## config.mk

```make
export PLATFORM = sky130hd
export DESIGN_NAME = rsa_private_exponent
export DESIGN_NICKNAME = d
export VERILOG_FILES = /design/src/design/eme_pkg.sv /design/src/design/rsa_private_exponent.sv /design/src/design/eme_divider.sv
export SDC_FILE = /design/constraint.sdc
export NUM_CORES = 2
export LEC_CHECK = 0
export BUFFER_PORTS_ARGS = -buffer_cell sky130_fd_sc_hd__buf_4
export CELL_PAD_IN_SITES_DETAIL_PLACEMENT = 1
export CELL_PAD_IN_SITES_GLOBAL_PLACEMENT = 1
export CORE_MARGIN = 4
export CORE_UTILIZATION = 55
export CTS_BUF_LIST = sky130_fd_sc_hd__clkbuf_4
export DETAILED_ROUTE_END_ITERATION = 10
export PLACE_DENSITY_LB_ADDON = 0.25
export SLEW_MARGIN = 40
export SYNTH_ARGS = -nofsm -noshare
export SYNTH_HDL_FRONTEND = slang
export SYNTH_SLANG_ARGS = --single-unit
```

## constraint.sdc

```tcl
create_clock -name clock -period 39.9 [get_ports clock]
set_input_delay 9.975 -clock clock [delete_from_list [all_inputs] [get_ports clock]]
set_output_delay 9.975 -clock clock [all_outputs]
set_load 0.01 [all_outputs]
```

## src/design/eme_pkg.sv

```systemverilog
// Shared types and constants for the private exponent derivation block.
package eme_pkg;

   localparam int PRIME_BITS = 32;
   localparam int WORD_BITS  = 64;
   localparam int CNT_BITS   = $clog2(WORD_BITS + 1);

   typedef enum logic [1:0] {
      STATUS_OK         = 2'd0,
      STATUS_NO_INVERSE = 2'd1,
      STATUS_INVALID    = 2'd2
   } status_type;

   typedef enum logic [3:0] {
      ST_IDLE,
      ST_PHI,
      ST_CHECK,
      ST_REDUCE,
      ST_REDUCE_WAIT,
      ST_LOOP,
      ST_LOOP_WAIT,
      ST_FINAL,
      ST_FINAL_WAIT,
      ST_DONE
   } state_type;

   typedef struct packed {
      logic [63:0] pub_exponent;
      logic [63:0] modulus;
      logic [31:0] prime_p;
      logic [31:0] prime_q;
   } req_type;

   typedef struct packed {
      logic [63:0] priv_exponent;
      logic [63:0] modulus_out;
      logic [63:0] gcd_value;
      status_type  status;
   } rsp_type;

   typedef struct packed {
      logic [WORD_BITS-1:0] dividend;
      logic [WORD_BITS-1:0] divisor;
      logic [WORD_BITS-1:0] mult;
   } div_req_type;

   typedef struct packed {
      logic [WORD_BITS-1:0] remainder;
      logic [WORD_BITS-1:0] product;
   } div_rsp_type;

endpackage

```

## src/design/rsa_private_exponent.sv

```systemverilog
// Top level: derives d = e^-1 mod (p-1)(q-1) with the extended Euclidean algorithm.
// After acceptance the block forms phi, reduces e mod phi, then runs k Euclid steps
// (k up to about 93) and a final reduction before the result strobe; every step
// is one pass of the shared bit-serial divider. Without an inverse the final
// reduction is skipped. Zero phi finishes without any divider pass.
// Throughput: one item at a time; busy is high from acceptance through the result,
// and the next item is accepted in the cycle after the result at the earliest.
// Reset: synchronous, active high; returns the sequencer and divider to idle.
module rsa_private_exponent (
   input  logic             clock,
   input  logic             reset,
   input  logic             start,
   output logic             busy,
   input  eme_pkg::req_type req_data,
   output logic             rsp_valid,
   output eme_pkg::rsp_type rsp_data
);
   import eme_pkg::*;

   state_type            state_ff, state_in;
   logic [63:0]          e_ff, e_in;
   logic [63:0]          n_ff, n_in;
   logic [PRIME_BITS-1:0] p_ff, p_in, q_ff, q_in;
   logic [PRIME_BITS-1:0] pm1, qm1;
   logic [2*PRIME_BITS-1:0] phi_prod;
   logic [WORD_BITS-1:0] phi_ff, phi_in;
   logic [WORD_BITS-1:0] r0_ff, r0_in, r1_ff, r1_in;
   logic [WORD_BITS-1:0] m0_ff, m0_in, m1_ff, m1_in;
   logic                 neg0_ff, neg0_in, neg1_ff, neg1_in;
   logic [WORD_BITS-1:0] d_ff, d_in, gcd_ff, gcd_in;
   status_type           status_ff, status_in;
   logic                 div_start;
   div_req_type          div_req;
   logic                 div_done;
   div_rsp_type          div_rsp;

   eme_divider u_div (
      .clock     (clock),
      .reset     (reset),
      .div_start (div_start),
      .div_req   (div_req),
      .div_done  (div_done),
      .div_rsp   (div_rsp)
   );

   assign pm1 = (p_ff == '0) ? '0 : p_ff - 1'b1;
   assign qm1 = (q_ff == '0) ? '0 : q_ff - 1'b1;

   // Full-width product of the two saturated primes minus one.
   assign phi_prod = pm1 * qm1;

   // Next state of the sequencer.
   always_comb begin
      state_in = state_ff;
      case (state_ff)
         ST_IDLE:        if (start) state_in = ST_PHI;
         ST_PHI:         state_in = ST_CHECK;
         ST_CHECK:       state_in = (phi_ff == '0) ? ST_DONE : ST_REDUCE;
         ST_REDUCE:      state_in = ST_REDUCE_WAIT;
         ST_REDUCE_WAIT: if (div_done) state_in = ST_LOOP;
         ST_LOOP:        state_in = (r1_ff == '0) ? ST_FINAL : ST_LOOP_WAIT;
         ST_LOOP_WAIT:   if (div_done) state_in = ST_LOOP;
         ST_FINAL:       state_in = (r0_ff == WORD_BITS'(1)) ? ST_FINAL_WAIT : ST_DONE;
         ST_FINAL_WAIT:  if (div_done) state_in = ST_DONE;
         ST_DONE:        state_in = ST_IDLE;
         default:        state_in = ST_IDLE;
      endcase
   end

   // Divider requests and handshake outputs.
   always_comb begin
      div_start = 1'b0;
      div_req   = '0;
      case (state_ff)
         ST_REDUCE: begin
            div_start        = 1'b1;
            div_req.dividend = e_ff;
            div_req.divisor  = phi_ff;
         end
         ST_LOOP: begin
            div_start        = (r1_ff != '0);
            div_req.dividend = r0_ff;
            div_req.divisor  = r1_ff;
            div_req.mult     = m1_ff;
         end
         ST_FINAL: begin
            div_start        = (r0_ff == WORD_BITS'(1));
            div_req.dividend = m0_ff;
            div_req.divisor  = phi_ff;
         end
         default: div_start = 1'b0;
      endcase
      busy      = (state_ff != ST_IDLE);
      rsp_valid = (state_ff == ST_DONE);
      rsp_data.priv_exponent = d_ff;
      rsp_data.modulus_out   = n_ff;
      rsp_data.gcd_value     = gcd_ff;
      rsp_data.status        = status_ff;
   end

   // Datapath register updates.
   always_comb begin
      e_in = e_ff; n_in = n_ff; p_in = p_ff; q_in = q_ff; phi_in = phi_ff;
      r0_in = r0_ff; r1_in = r1_ff; m0_in = m0_ff; m1_in = m1_ff;
      neg0_in = neg0_ff; neg1_in = neg1_ff;
      d_in = d_ff; gcd_in = gcd_ff; status_in = status_ff;
      case (state_ff)
         ST_IDLE: begin
            e_in = req_data.pub_exponent;
            n_in = req_data.modulus;
            p_in = req_data.prime_p[PRIME_BITS-1:0];
            q_in = req_data.prime_q[PRIME_BITS-1:0];
         end
         ST_PHI: phi_in = WORD_BITS'(phi_prod);
         ST_CHECK: begin
            d_in      = '0;
            gcd_in    = e_ff;
            status_in = STATUS_INVALID;
         end
         ST_REDUCE_WAIT: begin
            r0_in = phi_ff; r1_in = div_rsp.remainder;
            m0_in = '0; m1_in = WORD_BITS'(1);
            neg0_in = 1'b0; neg1_in = 1'b0;
         end
         ST_LOOP_WAIT: if (div_done) begin
            r0_in   = r1_ff;
            r1_in   = div_rsp.remainder;
            m0_in   = m1_ff;
            m1_in   = m0_ff + div_rsp.product;
            neg0_in = neg1_ff;
            neg1_in = !neg1_ff;
         end
         ST_FINAL: begin
            gcd_in    = r0_ff;
            d_in      = '0;
            status_in = (r0_ff == WORD_BITS'(1)) ? STATUS_OK : STATUS_NO_INVERSE;
         end
         ST_FINAL_WAIT: begin
            d_in = (neg0_ff && div_rsp.remainder != '0) ?
                   phi_ff - div_rsp.remainder : div_rsp.remainder;
         end
         default: d_in = d_ff;
      endcase
   end

   always_ff @(posedge clock) begin
      if (reset) begin
         state_ff <= ST_IDLE;
      end else begin
         state_ff <= state_in;
      end
      e_ff <= e_in; n_ff <= n_in; p_ff <= p_in; q_ff <= q_in; phi_ff <= phi_in;
      r0_ff <= r0_in; r1_ff <= r1_in; m0_ff <= m0_in; m1_ff <= m1_in;
      neg0_ff <= neg0_in; neg1_ff <= neg1_in;
      d_ff <= d_in; gcd_ff <= gcd_in; status_ff <= status_in;
   end

   // An accepted item makes the block busy on the next cycle.
   a_accept_busy: assert property (@(posedge clock) disable iff (reset)
      start && !busy |=> busy) else $error("accepted item did not raise busy");

   // After a result the block is free again.
   a_done_idle: assert property (@(posedge clock) disable iff (reset)
      rsp_valid |=> !busy) else $error("block stayed busy after a result");

   // A successful inverse always comes with a gcd of one.
   a_ok_gcd: assert property (@(posedge clock) disable iff (reset)
      rsp_valid && rsp_data.status == STATUS_OK |-> rsp_data.gcd_value == 64'd1)
      else $error("status ok with gcd other than one");

   // An error result carries a zero exponent.
   a_err_zero: assert property (@(posedge clock) disable iff (reset)
      rsp_valid && rsp_data.status != STATUS_OK |-> rsp_data.priv_exponent == '0)
      else $error("error result with nonzero exponent");

endmodule

```

## src/design/eme_divider.sv

```systemverilog
// Bit-serial restoring divider that also forms quotient times a multiplicand.
module eme_divider (
   input  logic                 clock,
   input  logic                 reset,
   input  logic                 div_start,
   input  eme_pkg::div_req_type div_req,
   output logic                 div_done,
   output eme_pkg::div_rsp_type div_rsp
);
   import eme_pkg::*;

   logic                 busy_ff, busy_in;
   logic                 done_ff, done_in;
   logic [CNT_BITS-1:0]  count_ff, count_in;
   logic [WORD_BITS-1:0] rem_ff, rem_in;
   logic [WORD_BITS-1:0] dvd_ff, dvd_in;
   logic [WORD_BITS-1:0] dvs_ff, dvs_in;
   logic [WORD_BITS-1:0] mult_ff, mult_in;
   logic [WORD_BITS-1:0] prod_ff, prod_in;
   logic [WORD_BITS:0]   trial;
   logic [WORD_BITS:0]   diff;
   logic                 qbit;

   // One quotient bit per cycle, most significant first; the product
   // accumulates as a shift-and-add of the multiplicand (modulo 2^64).
   always_comb begin
      trial    = {rem_ff, dvd_ff[WORD_BITS-1]};
      diff     = trial - {1'b0, dvs_ff};
      qbit     = !diff[WORD_BITS];
      busy_in  = busy_ff;
      done_in  = 1'b0;
      count_in = count_ff;
      rem_in   = rem_ff;
      dvd_in   = dvd_ff;
      dvs_in   = dvs_ff;
      mult_in  = mult_ff;
      prod_in  = prod_ff;
      if (div_start && !busy_ff) begin
         busy_in  = 1'b1;
         count_in = CNT_BITS'(WORD_BITS);
         rem_in   = '0;
         prod_in  = '0;
         dvd_in   = div_req.dividend;
         dvs_in   = div_req.divisor;
         mult_in  = div_req.mult;
      end else if (busy_ff) begin
         rem_in   = qbit ? diff[WORD_BITS-1:0] : trial[WORD_BITS-1:0];
         dvd_in   = {dvd_ff[WORD_BITS-2:0], 1'b0};
         prod_in  = {prod_ff[WORD_BITS-2:0], 1'b0} + (qbit ? mult_ff : '0);
         count_in = count_ff - 1'b1;
         if (count_ff == CNT_BITS'(1)) begin
            busy_in = 1'b0;
            done_in = 1'b1;
         end
      end
   end

   always_ff @(posedge clock) begin
      if (reset) begin
         busy_ff  <= 1'b0;
         done_ff  <= 1'b0;
         count_ff <= '0;
      end else begin
         busy_ff  <= busy_in;
         done_ff  <= done_in;
         count_ff <= count_in;
      end
      rem_ff  <= rem_in;
      dvd_ff  <= dvd_in;
      dvs_ff  <= dvs_in;
      mult_ff <= mult_in;
      prod_ff <= prod_in;
   end

   assign div_done          = done_ff;
   assign div_rsp.remainder = rem_ff;
   assign div_rsp.product   = prod_ff;

endmodule

```

* Word-level counts from Yosys, hierarchy flattened
Index checks and enable logic that the tools add are counted.
Cells by class: muxes and demuxes 38, $mul 1, reduce and logical (&&, ||, !) cells 22, bitwise operators 1, add/subtract/negate cells 7, eq/ne operators 15
Operators with widths (number):
- case mux 64 bit (2 select lines) | 6
- 2-to-1 mux 64 bit | 9
- case mux 128 bit (3 select lines) | 1
- adder 64 bit | 2
- zero test 64 bit | 2
- nonzero test 64 bit | 2
- subtractor 65 x 64 -> 65 bit | 1
- == test 64 x 1 -> 1 bit, second input constant | 1
- zero test 32 bit | 2
- multiplier 32 x 32 -> 64 bit | 1
- 2-to-1 mux 32 bit | 2
- subtractor 32 x 1 -> 32 bit, second input constant | 2
- subtractor 64 bit | 1
- case mux 4 bit (8 select lines) | 1
- == test 4 x 3 -> 1 bit, second input constant | 4
- 2-to-1 mux 4 bit | 4
- 2-to-1 mux 7 bit | 2
- 2-to-1 mux 1 bit | 9
- == test 4 x 2 -> 1 bit, second input constant | 2
- == test 4 bit, second input constant | 2
- nonzero test 2 bit | 4
- == test 7 x 1 -> 1 bit, second input constant | 1
- subtractor 7 x 1 -> 7 bit, second input constant | 1
- inequality test 2 x 1 -> 1 bit, second input constant | 3
- other kinds (14) | 19
Storage, ports and cells: output and inout port bits 196, register bits 977, bits of input ports 195

* Depth between registers and ports, before layout
depth after elaboration 4, mapped depth 41, mapped depth without buffers 36

* By module
A second synthesis with hierarchy kept.
Unflattened totals: cell total of the unflattened synthesis 9014, area total of the unflattened synthesis 86973.4 um2
Modules (own cells, without submodules):
- rsa_private_exponent | seq. area each 19418.6 um2, area each 66925.4 um2, times used 1, cells an instance 6920
- eme_divider | seq. area each 8508.2 um2, area each 20048.0 um2, times used 1, cells an instance 2094

* Worst setup path after synthesis
Ideal clock, no wire load.
path type reg2reg, start register state_ff[2], end register m0_ff[0], enable pin, setup time 1192 ps, cell stages (with the launch flop) 4, arrival time 18352 ps, setup slack 20356 ps, path through dfxtp_1 > clkbuf_1 > nand2b_1 > nor3_1
On the way: word-level cells in the longest chain between the ends 3, elaborated cells on any way between the ends 5, those cells by class 3 x eq/ne; 2 x reduce/logical
Ends and longest elaborated chain:
- start, declared | RTL line rsa_private_exponent.sv:20 | state_type state_ff, state_in;
- start signal, assigned | RTL line rsa_private_exponent.sv:150 | state_ff <= state_in;
- == test 4 x 3 -> 1 bit | RTL line rsa_private_exponent.sv:107 | case (state_ff)
- inequality test 2 x 1 -> 1 bit (no line) or nonzero test 2 bit (tied branches)
- AND reduction 2 bit (no line) *
- end signal, assigned | RTL line rsa_private_exponent.sv:153 | r0_ff <= r0_in; r1_ff <= r1_in; m0_ff <= m0_in; m1_ff <= m1_in;
- end, declared | RTL line rsa_private_exponent.sv:28 | logic [WORD_BITS-1:0] m0_ff, m0_in, m1_ff, m1_in;
Mark *: on every way between the ends. The rest lies on a longest branch, timed or not. A chain may end at the register's enable or synchronous reset.

* Worst setup path in the final report
start register state_ff[3], end output rsp_valid
On the way: word-level cells in the longest chain between the ends 1
Ends and longest elaborated chain:
- == test 4 bit | RTL line rsa_private_exponent.sv:94 | rsp_valid = (state_ff == ST_DONE);
- end, declared | RTL line rsa_private_exponent.sv:15 | output logic rsp_valid,
No other way between the ends.

==> metrics.md <==
| Metric | Value |
|---|---|
| I/O Buffers | 390 |
| Max-cap violation count | 0 |
| Slew Limit Fails | 0 |
| Total GRT Usage | 40.68% |
| Postcts setup bufs | 0 |
| Distinct cells, synth | 92 |
| Slew @ Worst Pin | 955.1 ps |
| Seq/Total Area, Yosys | 32.62% |
| Placed Instances | 11010 |
| Largest net degree at the start of global routing | 131 |
| Deepest clock path buffer count | 4 |
| Cells after Synth | 8928 |
| Initial Util | 55.45% |
| Avg WL per Cell | 28.84 um |
| Top cell type's share of synthesized area | 29.32% |
| Net Count, Synth | 10540 |
| Initial antenna violation count | 10 |
| Num Clock Sinks | 977 |
| First-pass GRT wire length | 493400 um |
| CTS tree | done |
| DRC errors left | 0 |
| Total negative slack | 0 ps |
| Met1 Resource Use GR | 47.79% |
| Synth Area per Inst | 9.590 um^2 |
| Final period utilization | 31.52% |
| RSZ-0062 raised after global routing | no |
| Worst-path maximum fanout | 13 |
| Final setup vio count | 0 |
| Syn-to-layout area delta | 10.18% |
| Ys flop type | edfxtp_1 |
| Iteration-0 DRC Markers | 6912 |
| Final hold vios | 0 |
| Yosys reg bits | 977 |
| Post-synthesis cell area | 0.08562 mm^2 |
| Die Area | 0.1621 mm^2 |
| CTS H-Tree Depth | 5 |
| Vias | 71920 |
| Rows | 144 |
| Crit end category | output port |
| DP HPWL | 253000 um |
| Synth Warn # | 0 |
| Area leader, netlist | edfxtp_1 |
| Synth top area cells | edfxtp_1, fa_1, ha_1 |
| GRT Residual Overflow | 0 |
| Final Critical Period | 12580 ps |
| Share of layout cells above drive strength 1 | 12.04% |
| Count leader, synth | nand2_1 |
| Global Route met2 Usage | 67.32% |
| Avg Vias per Cell | 6.237 |
| Post-synth EDFFs | 836 |
| Total CTS buffers | 292 |
| Core area | 0.1544 mm^2 |
| Worst EP required | 29920 ps |
| WS Path Type | flop to output port |
| DRT Pass-1 Iters | 10 |
| Routed Antenna Nets | 0 |
| Vias in the first global route | 78730 |
| CP startpoint kind | flop |
| Met3 track demand over resource | 7.823% |
| Clk_lat worst skew | 1450 ps |
| Fin nets | 10890 |
| FMAX | 79.51 MHz |
| Post-CTS sizing | 0 |
| Status | completed |
| Skew final | 250.0 ps |
| Post-synth top cells | nand2_1, inv_1, fa_1 |
| Chip height | 402.6 um |
| Fin cells | 11530 |
| CTS Hold Bufs | 0 |
| CTS root buf | clkbuf_4 |
| Clock slew at reported path FFs | 60 ps |
| Hold/Removal Path Class | flop to flop |
| I/O pin cnt | 391 |
| CP arrival | 2600 ps |
| Drt total wl | 332600 um |
| Global route hottest layer | met2 |
| Routability cong. | 1.035 |
| Normalized max-slew margin | 36.33% |
| Post-synth ARST share | 0% |
| Die Wd | 402.6 um |
[cell type report]
| cell class | count | area (um^2) |
|---|---|---|
| Fill cell | 17420 | 60070 |
| Multi-Input combinational cell | 6328 | 51780 |
| Sequential cell | 977 | 27930 |
| Inverter | 1158 | 4365 |
| Timing Repair Buffer | 513 | 4026 |
| Clock buffer | 452 | 3393 |
| Tap cell | 2044 | 2557 |
| Clock inverter | 44 | 250.2 |
| Antenna cell | 14 | 35.03 |
[worst max-delay path, stage by stage (launching register included)]
cell and delay, ps:
dfxtp_1 640, nand2b_1 220, nor2_1 320, buf_4 190
[state kept, by name (all words and copies together) (netlist names)]
signal and count:
gcd_ff 64, n_ff 64, status_ff 2, u_div.busy_ff 1
neg1_ff 1, r1_ff 64, d_ff 64, p_ff 32
u_div.mult_ff 64, u_div.prod_ff 64, u_div.count_ff 7, u_div.dvs_ff 64
neg0_ff 1, r0_ff 64, m0_ff 64, e_ff 64
state_ff 4, u_div.div_done 1, m1_ff 64, u_div.dvd_ff 64
phi_ff 64, q_ff 32, u_div.rem_ff 64
[cells by family after synthesis]
logic type / Yosys count / synth area share [%]
xor+xnor: 341 / 3.504
fa+ha+maj: 1420 / 28.64
mux: 49 / 0.5772
flops: 977 / 32.62
simple gates: 2986 / 15.47
compound gates: 1532 / 11.79
buf+inv: 1623 / 7.407
[final timing paths]
path           endpoint  cells past startpoint  slack [ps]         from
min           r0_ff[44]                      2         450    r1_ff[44]
max           rsp_valid                      3       27320  state_ff[3]
max reg2reg  phi_ff[63]                     35       27610      q_ff[0]
min reg2reg   r0_ff[44]                      2         450    r1_ff[44]
[cell usage in the layout (no fill, tap or decap), types with 75 or more instances in the layout]
master,n
ha_1,520
xor2_1,149
edfxtp_1,836
nor4_1,75
inv_1,1152
buf_4,494
dfxtp_1,140
and2_1,234
o21ai_0,335
nand2_1,1394
a21oi_1,389
xnor2_1,188
clkbuf_4,452
nor3_1,90
a21o_1,220
fa_1,900
nand4_1,91
nor2_1,719
[layer usage]
| metal | part of all wire (%) | vias to the layer above |
|---|---|---|
| met5 | 0.025 | - |
| met4 | 8.5 | 14 |
| met3 | 8.6 | 1184 |
| met2 | 47 | 3839 |
| met1 | 36 | 36290 |
| li1 | - | 30590 |
[per-stage QoR]
stage | worst slack, ps | hold WS, ps | instance area, um^2 | util (%)
floorplan | 20360 | 406.4 | 85620 | -
global placement | 27940 | 456.6 | 90190 | 58.41
detailed placement | 27610 | 470.5 | 90460 | 58.58
CTS | 27240 | 440.6 | 94100 | 60.94
global route | 27110 | 436.5 | 94320 | 61.08
finish | 27320 | 453.0 | 94340 | 61.10
Power is left out: the tool's default activity adds up to more than one toggle a clock period on the data nets, which glitch-free logic cannot reach.
